$ cat src/design/cfn_pkg.sv
// ---------------------------------------------------------------------------
// cfn_pkg
// Shared types and constants of the cascaded FIR notch filter.
// ---------------------------------------------------------------------------
`timescale 1ns / 1ps
`default_nettype none

package cfn_pkg;

    localparam int SAMPLE_W   = 16;
    localparam int PROD_W     = 2 * SAMPLE_W;
    localparam int FRAC_BITS  = 15;
    localparam int COEF_IDX_W = 6;
    localparam int IDX_EXT_W  = 9;

    localparam logic signed [SAMPLE_W-1:0] SAT_MAX = 16'sh7FFF;
    localparam logic signed [SAMPLE_W-1:0] SAT_MIN = 16'sh8000;

    // Request kinds on the input channel
    typedef enum logic [0:0] {
        OP_FILTER = 1'b0,
        OP_COEF   = 1'b1
    } op_t;

    // Filter stage / coefficient table select
    typedef enum logic [0:0] {
        STAGE_FIRST  = 1'b0,
        STAGE_SECOND = 1'b1
    } stage_t;

    // Sequencer states
    typedef enum logic [2:0] {
        S_IDLE  = 3'd0,
        S_LOAD  = 3'd1,
        S_MAC   = 3'd2,
        S_DRAIN = 3'd3,
        S_SCALE = 3'd4,
        S_DONE  = 3'd5
    } seq_state_t;

    // Sequencer to multiply-accumulate unit
    typedef struct packed {
        logic clear;
        logic issue;
        logic live;
    } mac_ctrl_t;

    // Multiply-accumulate unit back to the sequencer
    typedef struct packed {
        logic busy;
    } mac_stat_t;

endpackage

`default_nettype wire

$ cat src/design/cfn_ram.sv
// ---------------------------------------------------------------------------
// cfn_ram
// Simple dual-port RAM: one write port, one read port with registered data.
// ---------------------------------------------------------------------------
`timescale 1ns / 1ps
`default_nettype none

module cfn_ram #(
    parameter int DEPTH = 64,
    parameter int AW    = 6,
    parameter int DW    = 16
) (
    input  wire logic          clk,
    input  wire logic          we,
    input  wire logic [AW-1:0] waddr,
    input  wire logic [DW-1:0] wdata,
    input  wire logic [AW-1:0] raddr,
    output logic      [DW-1:0] rdata
);

    logic [DW-1:0] mem [DEPTH];
    logic [DW-1:0] rdata_reg;

    // Write one entry, register one read
    always_ff @(posedge clk)
    begin
        if (we)
        begin
            mem[waddr] <= wdata;
        end
        rdata_reg <= mem[raddr];
    end

    assign rdata = rdata_reg;

endmodule

`default_nettype wire

$ cat src/design/cfn_mac.sv
// ---------------------------------------------------------------------------
// cfn_mac
// Shared multiply-accumulate unit: read-align, multiply, accumulate stages,
// plus the Q15 scale and 16-bit saturation of the finished sum.
// ---------------------------------------------------------------------------
`timescale 1ns / 1ps
`default_nettype none

module cfn_mac
    import cfn_pkg::*;
#(
    parameter int ACC_W = 39
) (
    input  wire logic                       clk,
    input  wire logic                       rst_n,
    input  wire mac_ctrl_t                  ctrl,
    input  wire logic signed [SAMPLE_W-1:0] coef,
    input  wire logic signed [SAMPLE_W-1:0] data,
    output mac_stat_t                       stat,
    output logic signed [SAMPLE_W-1:0]      result
);

    logic                     rd_v_reg;
    logic                     live_reg;
    logic                     prod_v_reg;
    logic signed [PROD_W-1:0] prod_reg;
    logic signed [ACC_W-1:0]  acc_reg;
    logic signed [ACC_W-1:0]  acc_next;
    logic [ACC_W-31:0]        acc_hi;
    logic                     in_range;

    // Track which cycles carry valid read data and products
    always_ff @(posedge clk or negedge rst_n)
    begin
        if (!rst_n)
        begin
            rd_v_reg   <= 1'b0;
            live_reg   <= 1'b0;
            prod_v_reg <= 1'b0;
        end
        else
        begin
            rd_v_reg   <= ctrl.issue;
            live_reg   <= ctrl.live;
            prod_v_reg <= rd_v_reg;
        end
    end

    // Multiply; drop taps whose delay entry has not been filled yet
    always_ff @(posedge clk)
    begin
        if (live_reg)
        begin
            prod_reg <= coef * data;
        end
        else
        begin
            prod_reg <= '0;
        end
    end

    // Accumulate at full precision
    always_comb
    begin
        acc_next = acc_reg + {{(ACC_W-PROD_W){prod_reg[PROD_W-1]}}, prod_reg};
    end

    always_ff @(posedge clk)
    begin
        if (ctrl.clear)
        begin
            acc_reg <= '0;
        end
        else if (prod_v_reg)
        begin
            acc_reg <= acc_next;
        end
    end

    // Floor-shift by 15 and saturate: bits above the result must match its sign
    always_comb
    begin
        acc_hi   = acc_reg[ACC_W-1:FRAC_BITS+SAMPLE_W-1];
        in_range = (&acc_hi) || (~|acc_hi);
        if (in_range)
        begin
            result = acc_reg[FRAC_BITS+SAMPLE_W-1:FRAC_BITS];
        end
        else if (acc_reg[ACC_W-1])
        begin
            result = SAT_MIN;
        end
        else
        begin
            result = SAT_MAX;
        end
    end

    assign stat.busy = rd_v_reg | prod_v_reg;

endmodule

`default_nettype wire

$ cat src/design/cfn_seq.sv
// ---------------------------------------------------------------------------
// cfn_seq
// Sequencer: walks both filter stages through the shared MAC and keeps the
// circular delay-line pointers and fill count.
// ---------------------------------------------------------------------------
`timescale 1ns / 1ps
`default_nettype none

module cfn_seq
    import cfn_pkg::*;
#(
    parameter int TAPS = 64,
    parameter int AW   = 6,
    parameter int CW   = 7
) (
    input  wire logic                       clk,
    input  wire logic                       rst_n,
    input  wire logic                       start,
    input  wire logic                       out_free,
    input  wire mac_stat_t                  mac_stat,
    input  wire logic signed [SAMPLE_W-1:0] sat_value,
    output mac_ctrl_t                       mac_ctrl,
    output logic                            busy,
    output stage_t                          stage,
    output logic                            line_we,
    output logic [AW-1:0]                   line_waddr,
    output logic [AW-1:0]                   line_raddr,
    output logic [AW-1:0]                   coef_raddr,
    output logic signed [SAMPLE_W-1:0]      y1,
    output logic signed [SAMPLE_W-1:0]      y2,
    output logic                            load_out
);

    localparam logic [AW-1:0] LAST_TAP = AW'(TAPS - 1);
    localparam logic [CW-1:0] FULL     = CW'(TAPS);

    seq_state_t                 state_reg;
    seq_state_t                 state_next;
    stage_t                     stage_reg;
    logic [AW-1:0]              tap_reg;
    logic [AW-1:0]              rd_ptr_reg;
    logic [AW-1:0]              wptr_reg;
    logic [CW-1:0]              fill_reg;
    logic signed [SAMPLE_W-1:0] y1_reg;
    logic signed [SAMPLE_W-1:0] y2_reg;

    // Next state
    always_comb
    begin
        state_next = state_reg;
        unique case (state_reg)
            S_IDLE:
            begin
                if (start)
                begin
                    state_next = S_LOAD;
                end
            end
            S_LOAD:
            begin
                state_next = S_MAC;
            end
            S_MAC:
            begin
                if (tap_reg == LAST_TAP)
                begin
                    state_next = S_DRAIN;
                end
            end
            S_DRAIN:
            begin
                if (!mac_stat.busy)
                begin
                    state_next = S_SCALE;
                end
            end
            S_SCALE:
            begin
                if (stage_reg == STAGE_FIRST)
                begin
                    state_next = S_LOAD;
                end
                else
                begin
                    state_next = S_DONE;
                end
            end
            S_DONE:
            begin
                if (out_free)
                begin
                    state_next = S_IDLE;
                end
            end
            default:
            begin
                state_next = S_IDLE;
            end
        endcase
    end

    // Outputs decoded from state
    always_comb
    begin
        busy           = 1'b1;
        line_we        = 1'b0;
        mac_ctrl.clear = 1'b0;
        mac_ctrl.issue = 1'b0;
        mac_ctrl.live  = (CW'(tap_reg) <= fill_reg);
        load_out       = 1'b0;
        unique case (state_reg)
            S_IDLE:
            begin
                busy = 1'b0;
            end
            S_LOAD:
            begin
                line_we        = 1'b1;
                mac_ctrl.clear = 1'b1;
            end
            S_MAC:
            begin
                mac_ctrl.issue = 1'b1;
            end
            S_DRAIN, S_SCALE:
            begin
            end
            S_DONE:
            begin
                load_out = out_free;
            end
            default:
            begin
            end
        endcase
    end

    always_ff @(posedge clk or negedge rst_n)
    begin
        if (!rst_n)
        begin
            state_reg <= S_IDLE;
        end
        else
        begin
            state_reg <= state_next;
        end
    end

    // Stage, tap counter, pointers and fill count
    always_ff @(posedge clk or negedge rst_n)
    begin
        if (!rst_n)
        begin
            stage_reg  <= STAGE_FIRST;
            tap_reg    <= '0;
            rd_ptr_reg <= '0;
            wptr_reg   <= '0;
            fill_reg   <= '0;
        end
        else
        begin
            unique case (state_reg)
                S_IDLE:
                begin
                    stage_reg <= STAGE_FIRST;
                end
                S_LOAD:
                begin
                    tap_reg    <= '0;
                    rd_ptr_reg <= wptr_reg;
                end
                S_MAC:
                begin
                    tap_reg <= tap_reg + AW'(1);
                    if (rd_ptr_reg == '0)
                    begin
                        rd_ptr_reg <= LAST_TAP;
                    end
                    else
                    begin
                        rd_ptr_reg <= rd_ptr_reg - AW'(1);
                    end
                end
                S_SCALE:
                begin
                    if (stage_reg == STAGE_FIRST)
                    begin
                        stage_reg <= STAGE_SECOND;
                    end
                    else
                    begin
                        // Advance the shared write slot once both lines hold the sample
                        if (wptr_reg == LAST_TAP)
                        begin
                            wptr_reg <= '0;
                        end
                        else
                        begin
                            wptr_reg <= wptr_reg + AW'(1);
                        end
                        if (fill_reg != FULL)
                        begin
                            fill_reg <= fill_reg + CW'(1);
                        end
                    end
                end
                S_DRAIN, S_DONE:
                begin
                end
                default:
                begin
                end
            endcase
        end
    end

    // Capture each stage's saturated result
    always_ff @(posedge clk)
    begin
        if (state_reg == S_SCALE)
        begin
            if (stage_reg == STAGE_FIRST)
            begin
                y1_reg <= sat_value;
            end
            else
            begin
                y2_reg <= sat_value;
            end
        end
    end

    assign stage      = stage_reg;
    assign line_waddr = wptr_reg;
    assign line_raddr = rd_ptr_reg;
    assign coef_raddr = tap_reg;
    assign y1         = y1_reg;
    assign y2         = y2_reg;

endmodule

`default_nettype wire

$ cat src/design/cascaded_fir_notch_filter.sv
// ---------------------------------------------------------------------------
// cascaded_fir_notch_filter
// Two cascaded Q15 FIR filters on 16-bit audio, one shared MAC unit.
// ---------------------------------------------------------------------------
// Usage:
//   Input requests arrive on in_valid / in_stall. A coefficient write
//   (operation = 1) is stored at once and leaves in_stall low; an index at
//   or beyond TAPS is dropped. A filter request (operation = 0) runs the
//   sample through stage one, feeds the saturated result into stage two and
//   returns one sample on out_valid / out_stall.
//   A filter request runs each stage through a load state, a MAC state that
//   feeds every tap into the single multiply-accumulate unit, a drain state
//   that waits for the unit to empty and a scale state. in_stall stays
//   high meanwhile, so no new request is taken during a filter request.
//   The next request is taken as soon as the result sits in the output
//   register, even while the receiver stalls it; a second result waits
//   until the first has been taken.
//   output_select is written on cfg_valid / cfg_ready (always ready): 0
//   returns stage one, 1 returns stage two.
//   Reset clears the delay lines (through a fill count), output_select and
//   all handshake state; coefficients must be written before use.
// ---------------------------------------------------------------------------
`timescale 1ns / 1ps
`default_nettype none

module cascaded_fir_notch_filter
    import cfn_pkg::*;
#(
    parameter int TAPS = 64
) (
    input  wire logic                         clk,
    input  wire logic                         rst_n,
    // Input request channel
    input  wire logic                         in_valid,
    output logic                              in_stall,
    input  wire logic                         operation,
    input  wire logic signed [SAMPLE_W-1:0]   sample_in,
    input  wire logic                         coef_filter,
    input  wire logic [COEF_IDX_W-1:0]        coef_index,
    input  wire logic signed [SAMPLE_W-1:0]   coef_value,
    // Result channel
    output logic                              out_valid,
    input  wire logic                         out_stall,
    output logic signed [SAMPLE_W-1:0]        sample_out,
    // Configuration write channel
    input  wire logic                         cfg_valid,
    output logic                              cfg_ready,
    input  wire logic                         output_select
);

    localparam int AW    = (TAPS > 1) ? $clog2(TAPS) : 1;
    localparam int CW    = $clog2(TAPS + 1);
    localparam int ACC_W = PROD_W + $clog2(TAPS + 1);

    logic                       accept;
    logic                       busy;
    logic                       start;
    logic                       coef_we;
    logic [IDX_EXT_W-1:0]       coef_idx_ext;
    logic [AW-1:0]              coef_waddr;
    logic                       out_free;
    logic                       load_out;
    logic                       sel_reg;
    logic                       out_valid_reg;
    logic signed [SAMPLE_W-1:0] sample_out_reg;
    logic signed [SAMPLE_W-1:0] sample_reg;
    mac_ctrl_t                  mac_ctrl;
    mac_stat_t                  mac_stat;
    stage_t                     stage;
    logic                       line_we;
    logic [AW-1:0]              line_waddr;
    logic [AW-1:0]              line_raddr;
    logic [AW-1:0]              coef_raddr;
    logic signed [SAMPLE_W-1:0] line_wdata;
    logic signed [SAMPLE_W-1:0] y1;
    logic signed [SAMPLE_W-1:0] y2;
    logic signed [SAMPLE_W-1:0] sat_value;
    logic [SAMPLE_W-1:0]        line_a_rdata;
    logic [SAMPLE_W-1:0]        line_b_rdata;
    logic [SAMPLE_W-1:0]        coef_a_rdata;
    logic [SAMPLE_W-1:0]        coef_b_rdata;
    logic signed [SAMPLE_W-1:0] mac_coef;
    logic signed [SAMPLE_W-1:0] mac_data;

    // Request decode
    assign in_stall     = busy;
    assign accept       = in_valid && !in_stall;
    assign start        = accept && (operation == OP_FILTER);
    assign coef_idx_ext = IDX_EXT_W'(coef_index);
    assign coef_we      = accept && (operation == OP_COEF) &&
                          (coef_idx_ext < IDX_EXT_W'(TAPS));
    assign coef_waddr   = coef_idx_ext[AW-1:0];

    // Hold the sample of a filter request
    always_ff @(posedge clk)
    begin
        if (start)
        begin
            sample_reg <= sample_in;
        end
    end

    // Configuration register
    assign cfg_ready = 1'b1;

    always_ff @(posedge clk or negedge rst_n)
    begin
        if (!rst_n)
        begin
            sel_reg <= 1'b0;
        end
        else if (cfg_valid && cfg_ready)
        begin
            sel_reg <= output_select;
        end
    end

    // Delay lines share write slot and read pointer
    assign line_wdata = (stage == STAGE_SECOND) ? y1 : sample_reg;

    cfn_ram #(
        .DEPTH (TAPS),
        .AW    (AW),
        .DW    (SAMPLE_W)
    ) u_line_a (
        .clk   (clk),
        .we    (line_we && (stage == STAGE_FIRST)),
        .waddr (line_waddr),
        .wdata (line_wdata),
        .raddr (line_raddr),
        .rdata (line_a_rdata)
    );

    cfn_ram #(
        .DEPTH (TAPS),
        .AW    (AW),
        .DW    (SAMPLE_W)
    ) u_line_b (
        .clk   (clk),
        .we    (line_we && (stage == STAGE_SECOND)),
        .waddr (line_waddr),
        .wdata (line_wdata),
        .raddr (line_raddr),
        .rdata (line_b_rdata)
    );

    // Coefficient tables
    cfn_ram #(
        .DEPTH (TAPS),
        .AW    (AW),
        .DW    (SAMPLE_W)
    ) u_coef_a (
        .clk   (clk),
        .we    (coef_we && (coef_filter == STAGE_FIRST)),
        .waddr (coef_waddr),
        .wdata (coef_value),
        .raddr (coef_raddr),
        .rdata (coef_a_rdata)
    );

    cfn_ram #(
        .DEPTH (TAPS),
        .AW    (AW),
        .DW    (SAMPLE_W)
    ) u_coef_b (
        .clk   (clk),
        .we    (coef_we && (coef_filter == STAGE_SECOND)),
        .waddr (coef_waddr),
        .wdata (coef_value),
        .raddr (coef_raddr),
        .rdata (coef_b_rdata)
    );

    // Feed the active stage into the MAC
    assign mac_coef = (stage == STAGE_SECOND) ? coef_b_rdata : coef_a_rdata;
    assign mac_data = (stage == STAGE_SECOND) ? line_b_rdata : line_a_rdata;

    cfn_mac #(
        .ACC_W (ACC_W)
    ) u_mac (
        .clk    (clk),
        .rst_n  (rst_n),
        .ctrl   (mac_ctrl),
        .coef   (mac_coef),
        .data   (mac_data),
        .stat   (mac_stat),
        .result (sat_value)
    );

    cfn_seq #(
        .TAPS (TAPS),
        .AW   (AW),
        .CW   (CW)
    ) u_seq (
        .clk        (clk),
        .rst_n      (rst_n),
        .start      (start),
        .out_free   (out_free),
        .mac_stat   (mac_stat),
        .sat_value  (sat_value),
        .mac_ctrl   (mac_ctrl),
        .busy       (busy),
        .stage      (stage),
        .line_we    (line_we),
        .line_waddr (line_waddr),
        .line_raddr (line_raddr),
        .coef_raddr (coef_raddr),
        .y1         (y1),
        .y2         (y2),
        .load_out   (load_out)
    );

    // Output register: load when empty or being drained
    assign out_free = !out_valid_reg || !out_stall;

    always_ff @(posedge clk or negedge rst_n)
    begin
        if (!rst_n)
        begin
            out_valid_reg <= 1'b0;
        end
        else if (load_out)
        begin
            out_valid_reg <= 1'b1;
        end
        else if (!out_stall)
        begin
            out_valid_reg <= 1'b0;
        end
    end

    always_ff @(posedge clk)
    begin
        if (load_out)
        begin
            sample_out_reg <= sel_reg ? y2 : y1;
        end
    end

    assign out_valid  = out_valid_reg;
    assign sample_out = sample_out_reg;

endmodule

`default_nettype wire

$ cat config.mk
export PLATFORM = sky130hd
export DESIGN_NAME = cascaded_fir_notch_filter
export DESIGN_NICKNAME = d
export VERILOG_FILES = /design/src/design/cfn_pkg.sv /design/src/design/cfn_ram.sv /design/src/design/cfn_mac.sv /design/src/design/cfn_seq.sv /design/src/design/cascaded_fir_notch_filter.sv
export SDC_FILE = /design/constraint.sdc
export NUM_CORES = 2
export LEC_CHECK = 0
export BUFFER_PORTS_ARGS = -buffer_cell sky130_fd_sc_hd__buf_2
export CAP_MARGIN = 40
export CORE_MARGIN = 10
export CORE_UTILIZATION = 40
export CTS_CLUSTER_SIZE = 30
export DETAILED_ROUTE_END_ITERATION = 12
export GPL_ROUTABILITY_DRIVEN = 1
export PLACE_DENSITY_LB_ADDON = 0.05
export SKIP_LAST_GASP = 1
export SLEW_MARGIN = 20
export SYNTH_ARGS = -nofsm -noshare
export SYNTH_HDL_FRONTEND = slang
export SYNTH_HIERARCHICAL = 1
export SYNTH_SLANG_ARGS = --single-unit
$ cat constraint.sdc
create_clock -name clk -period 8.5 [get_ports clk]
set_input_delay 1.7 -clock clk [delete_from_list [all_inputs] [get_ports clk]]
set_output_delay 1.7 -clock clk [all_outputs]
set_load 0.01 [all_outputs]
* After elaboration in Yosys (flattened, before gate mapping)
Memories as Yosys holds them, arrays and structs flattened. A register that Yosys moved wholly into a read port is not among the register bits. Cells that the tools add are included.
Cells by class: add/subtract/negate cells 5, multipliers 1, order comparisons 2, equality and inequality tests 13, muxes and demuxes 31, bitwise logic cells 4, reductions and logical operators 23
Operators by type and width (number):
- $mux 16 | 6
- $add 39x39->39 | 1
- $mul 16x16->32 | 1
- $pmux 6 s2 | 2
- $pmux 3 s6 | 1
- $mux 3 | 5
- $mux 1 | 14
- $add 6x1->6 const B | 2
- $eq 6x6->1 const B | 2
- $mux 6 | 2
- $reduce_and 9->1 | 1
- $reduce_or 9->1 | 1
- $logic_and 1x1->1 | 8
- $add 7x1->7 const B | 1
- $le 6x7->1 | 1
- $lt 6x7->1 const B | 1
- $ne 7x7->1 const B | 1
- $eq 3x2->1 const B | 2
- $eq 3x3->1 const B | 2
- $logic_not 6->1 | 1
- $ne 2x1->1 const B | 3
- $sub 6x1->6 const B | 1
- $ne 2x2->1 const B | 2
- $reduce_and 2->1 | 2
- other kinds (10) | 16
Storage, ports and cells: bits in registers 169, bits in writable memories 4096, bits of input ports 46, word-level logic and storage cells 100, memories kept 4
Memories:
- u_coef_a.mem | depth 64, bits a word 16, read ports 1, clocked after memory_dff 1, write ports 1, line cfn_ram.sv:21 | logic [DW-1:0] mem [DEPTH];
- u_coef_b.mem | depth 64, bits a word 16, read ports 1, clocked after memory_dff 1, write ports 1, line cfn_ram.sv:21
- u_line_a.mem | depth 64, bits a word 16, read ports 1, clocked after memory_dff 1, write ports 1, line cfn_ram.sv:21
- u_line_b.mem | depth 64, bits a word 16, read ports 1, clocked after memory_dff 1, write ports 1, line cfn_ram.sv:21

* Depth between registers and ports, before layout
depth in word-level cells 7, gate-level depth with buffers 27, mapped depth without buffers 24

* Hierarchy
The synthesis kept the hierarchy.
By module, submodules not included:
- cfn_ram | times used 4, cells an instance 1829, area each 40042.2 um2
- cfn_mac | times used 1, cells an instance 1653, area each 14473.9 um2
- cfn_seq | times used 1, cells an instance 232, area each 2790.2 um2
- cascaded_fir_notch_filter | times used 1, cells an instance 116, area each 2148.3 um2

* Least setup slack after synthesis
Ideal clock, no wire load.
path kind flip-flop to flip-flop, from reg u_seq.stage_reg, in the netlist u_seq/stage, to reg u_mac.prod_reg[30], library setup time 60 ps, data arrival time 6497 ps, data required time 8440 ps, slack 1943 ps, stages on the path, launching flop included 22, buffers on the path 3, cells stage by stage dfrtp_1 -> buf_6 -> buf_12 -> mux2_4 -> clkbuf_1 -> nand2_1 -> inv_1 -> fa_1 -> fa_1 -> inv_1 -> fa_1 -> inv_1 -> fa_1 -> fa_1 -> fa_1 -> ha_1 -> a21oi_1 -> o21ai_0 -> a21o_1 -> a221o_1 -> a2111oi_2 -> a311o_1
On the way: cells in the longest elaborated chain, start to end 2, elaborated cells on any way between the ends 3, classes of those cells mul: 1; mux: 2
RTL lines:
- start: declaration | line cfn_seq.sv:39 | stage_t stage_reg;
- start signal: assignment | line cfn_seq.sv:155 | stage_reg <= STAGE_FIRST;
- start signal: assignment | line cfn_seq.sv:166 | stage_reg <= STAGE_FIRST;
- start signal: assignment | line cfn_seq.sv:189 | stage_reg <= STAGE_SECOND;
- $mux 16 | line cascaded_fir_notch_filter.sv:175 | assign mac_coef = (stage == STAGE_SECOND) ? coef_b_rdata : coef_a_rdata;
- named net mac_coef[15] | line cascaded_fir_notch_filter.sv:82 | logic signed [SAMPLE_W-1:0] mac_coef;
- $mul 16x16->32 | line cfn_mac.sv:54 | prod_reg <= coef * data;
- end signal: assignment | line cfn_mac.sv:54
- end: declaration | line cfn_mac.sv:26 | logic signed [PROD_W-1:0] prod_reg;
The timed path passes the listed nets, and every way through them passes these cells. A chain may end at the register's enable or synchronous reset.

* Worst setup path in the final report
Same ends and word-level chain as after synthesis.

==> out/qor.yml <==
status:
  status: "complete, no violations"
cts:
  clkLatencyLatePin_ps: 990
  numCtsBuffers: 465
  post_cts_buffers: 0
  cts_tree: "done"
  postCtsHoldBufs: 0
  cts.sinks: 4329
  cts_resized: 0
  cts_buffer_depth: 4
  path_clk_slew_ps: 60
  cts_root_buffer: "clkbuf_16"
  htreeDepth: 5
sta:
  slew-limit-headroom_pct: 33.8
  period_minus_slack_ps: 7200
  max_freq_ghz: 0.139
  fin_skew_ps: 46.6
  setup_viol: 0
  rsz0062_at_grt: "no"
  drv_slew: 0
  period_share_pct: 84.8
  worst_pin_slew_ps: 986
  hold_violations: 0
  finalSetupTns_ps: 0
layout:
  drive_above_1_share_pct: 22.8
  fin_nets: 10300
  layout-area-overhead-vs-synth_pct: 13.5
  fin_area_um2: 204000
  nFillCells: 38400
floorplan:
  die_w_um: 690
  die-area_um2: 476000
  rows: 246
  io_pins: 65
  die_h_um: 690
  coreArea_um2: 448000
  start_util_pct: 40.1
global_routing:
  grt_pass1_vias: 92400
  grt_overflow: 0
  antenna_found_initial: 36
  grtUsageTotal_pct: 20.3
  grt_pass1_wl_um: 708000
  grt_start_max_net_pins: 109
synthesis:
  seq_area_frac_synth_pct: 71.5
  synth_ff_type: "edfxtp_1"
  synth_top_family_by_area: "multiplexers"
  netlist_area_um2: 180000
  ys_types: 101
  synthSimpleGateAreaFrac_pct: 3.95
  syn-num-nets: 9758
  netlist.area_leader.share_pct: 69.6
  synth_area_leaders: "edfxtp_1, mux4_2, fa_1"
  synth_largest_area_cell: "edfxtp_1"
  avgSynthCellArea_um2: 19.3
  async_reset_ff_share_pct: 0.785
  ys_ff_latch: 4329
  syn_inst: 9317
  yosys_warnings: 6
  synth_edf_count: 4160
  synth_xor_area_share_pct: 0.312
  synthAdderAreaFrac_pct: 3.85
  synth_compound_area_share_pct: 3.24
  muxShareOfSynthArea_pct: 14.5
worst_setup_path:
  crit_required_ps: 9400
  worst_ep_arrival_time_ps: 8110
  r2r_setup_slack_ps: 1300
  reg2reg_depth: 18
  criticalPathCategory: "reg -> reg"
  endpoint: "u_mac/prod_reg[30]"
  startpoint: "u_seq/stage"
  worstPathMaxFanout: 32
  r2r-end: "u_mac/prod_reg[30]"
  start_kind: "register"
  rr_startpoint: "u_seq/stage"
  cp-end-kind: "register"
placed_design:
  dp_hpwl_um: 310000
  place.gp.congestion: 0.796
  place_area_um2: 189000
  port_buffers: 63
power_and_ir_drop:
  ir_worst_vdd_v: 0.000173
  p_per_area_nw_per_um2: 210
  power_w: 0.0428
  leakage_nw: 68.2
routing:
  vias: 89900
  wl_um: 497000
  wl_per_cell_um: 30.6
  first_iter_violations: 7944
  drc: 0
  vias_per_cell: 5.54
  antenna_left: 0
  drt-pass1-iter-count: 6
job:
  maxCapViolCount: 0
min_path:
  hp-class: "reg -> reg"
[cells in the final DEF (no fill, tap or decap), drive strengths merged, types with 33 or more instances in the layout]
cell type     n
nor2        403
a221oi       65
mux2        175
nand3       125
and2        143
a211o        35
dfrtp        34
a21o         50
diode        59
inv         362
buf         534
xnor2        46
o21ai        82
a31oi        45
nor2b       134
a21oi       152
a311oi       33
a22oi       158
mux2i       361
clkbuf      600
nand4        64
clkinv      206
edfxtp     4160
fa          263
dfxtp       135
a211oi       41
ha          132
mux4        896
nand2       424
[worst max-delay path, cell delays in order (launching register included)]
cell,delay [ps]
dfrtp_4,810
mux2_4,440
nand2_1,140
inv_1,90
fa_1,650
fa_1,880
inv_1,160
fa_1,520
inv_1,60
fa_1,550
fa_1,430
fa_1,490
ha_1,350
a21oi_1,240
o21ai_0,150
a21o_1,210
a221o_1,400
a2111oi_2,370
a311o_1,170
[synth_stat cells, types with 142 or more instances]
library cell  count
mux4_2          880
nor2_1          394
and2_1          142
clkbuf_1        153
nand2_1         420
fa_1            263
mux2i_1         361
inv_1           347
a22oi_1         157
buf_2           145
a21oi_1         150
edfxtp_1       4160
[cells by family after synthesis]
family          Yosys count
flops                  4329
buf+inv                 841
other cells               1
xor+xnor                 64
compound gates          808
fa+ha+maj               395
simple gates           1447
mux                    1432
[area by class of cell]
| type | count | area [µm²] | area share, % |
|---|---|---|---|
| sequential | 4329 | 129000 | 63.1 |
| multi-input combinational | 4147 | 46800 | 23.0 |
| clock buffer | 598 | 12300 | 6.02 |
| tap | 5952 | 7450 | 3.65 |
| timing repair buffer | 536 | 4990 | 2.45 |
| clock inverter | 262 | 2260 | 1.11 |
| inverter | 349 | 1320 | 0.645 |
| antenna | 59 | 148 | 0.0724 |
[power breakdown]
| part | total, W | internal [W] | leakage [nW] | switching, W |
|---|---|---|---|---|
| Combinational | 0.000269 | 0.0000455 | 22.7 | 0.000224 |
| Sequential | 0.0232 | 0.0232 | 38.4 | 0.00000166 |
| Clock | 0.0194 | 0.0110 | 7.07 | 0.00834 |
| Total | 0.0428 | 0.0343 | 68.2 | 0.00857 |
[worst min-delay path by stage]
stage                              start                to  cells past startpoint
after global placement    u_mac/rd_v_reg  u_mac/prod_v_reg                      0
after detailed placement  u_mac/rd_v_reg  u_mac/prod_v_reg                      0
after floorplan           u_mac/rd_v_reg  u_mac/prod_v_reg                      0
final                     u_mac/rd_v_reg  u_mac/prod_v_reg                      0
after CTS                 u_mac/rd_v_reg  u_mac/prod_v_reg                      0
after global routing      u_mac/rd_v_reg  u_mac/prod_v_reg                      0
[stage by stage]
stage | setup slack (ps) | util (%) | std cells | hold WS, ps
2_1_floorplan | 1940 | - | 9317 | 346
3_3_place_gp | 1470 | 41.8 | 15200 | 410
3_5_place_dp | 1350 | 42.1 | 15300 | 388
4_1_cts | 1330 | 45.4 | 16200 | 395
5_1_grt | 915 | 45.5 | 16200 | 415
6_report | 1300 | 45.5 | 16200 | 411
[layer usage]
metal,GRT usage [%],vias to the layer above,part of all wire (%)
met5,0,-,0.0089
met4,4.26,6,2.0
met3,2.35,577,4.3
met2,33.7,2257,49
met1,29.0,48800,45
li1,-,38300,-
Note: power is estimated with default switching activity, not from simulation.
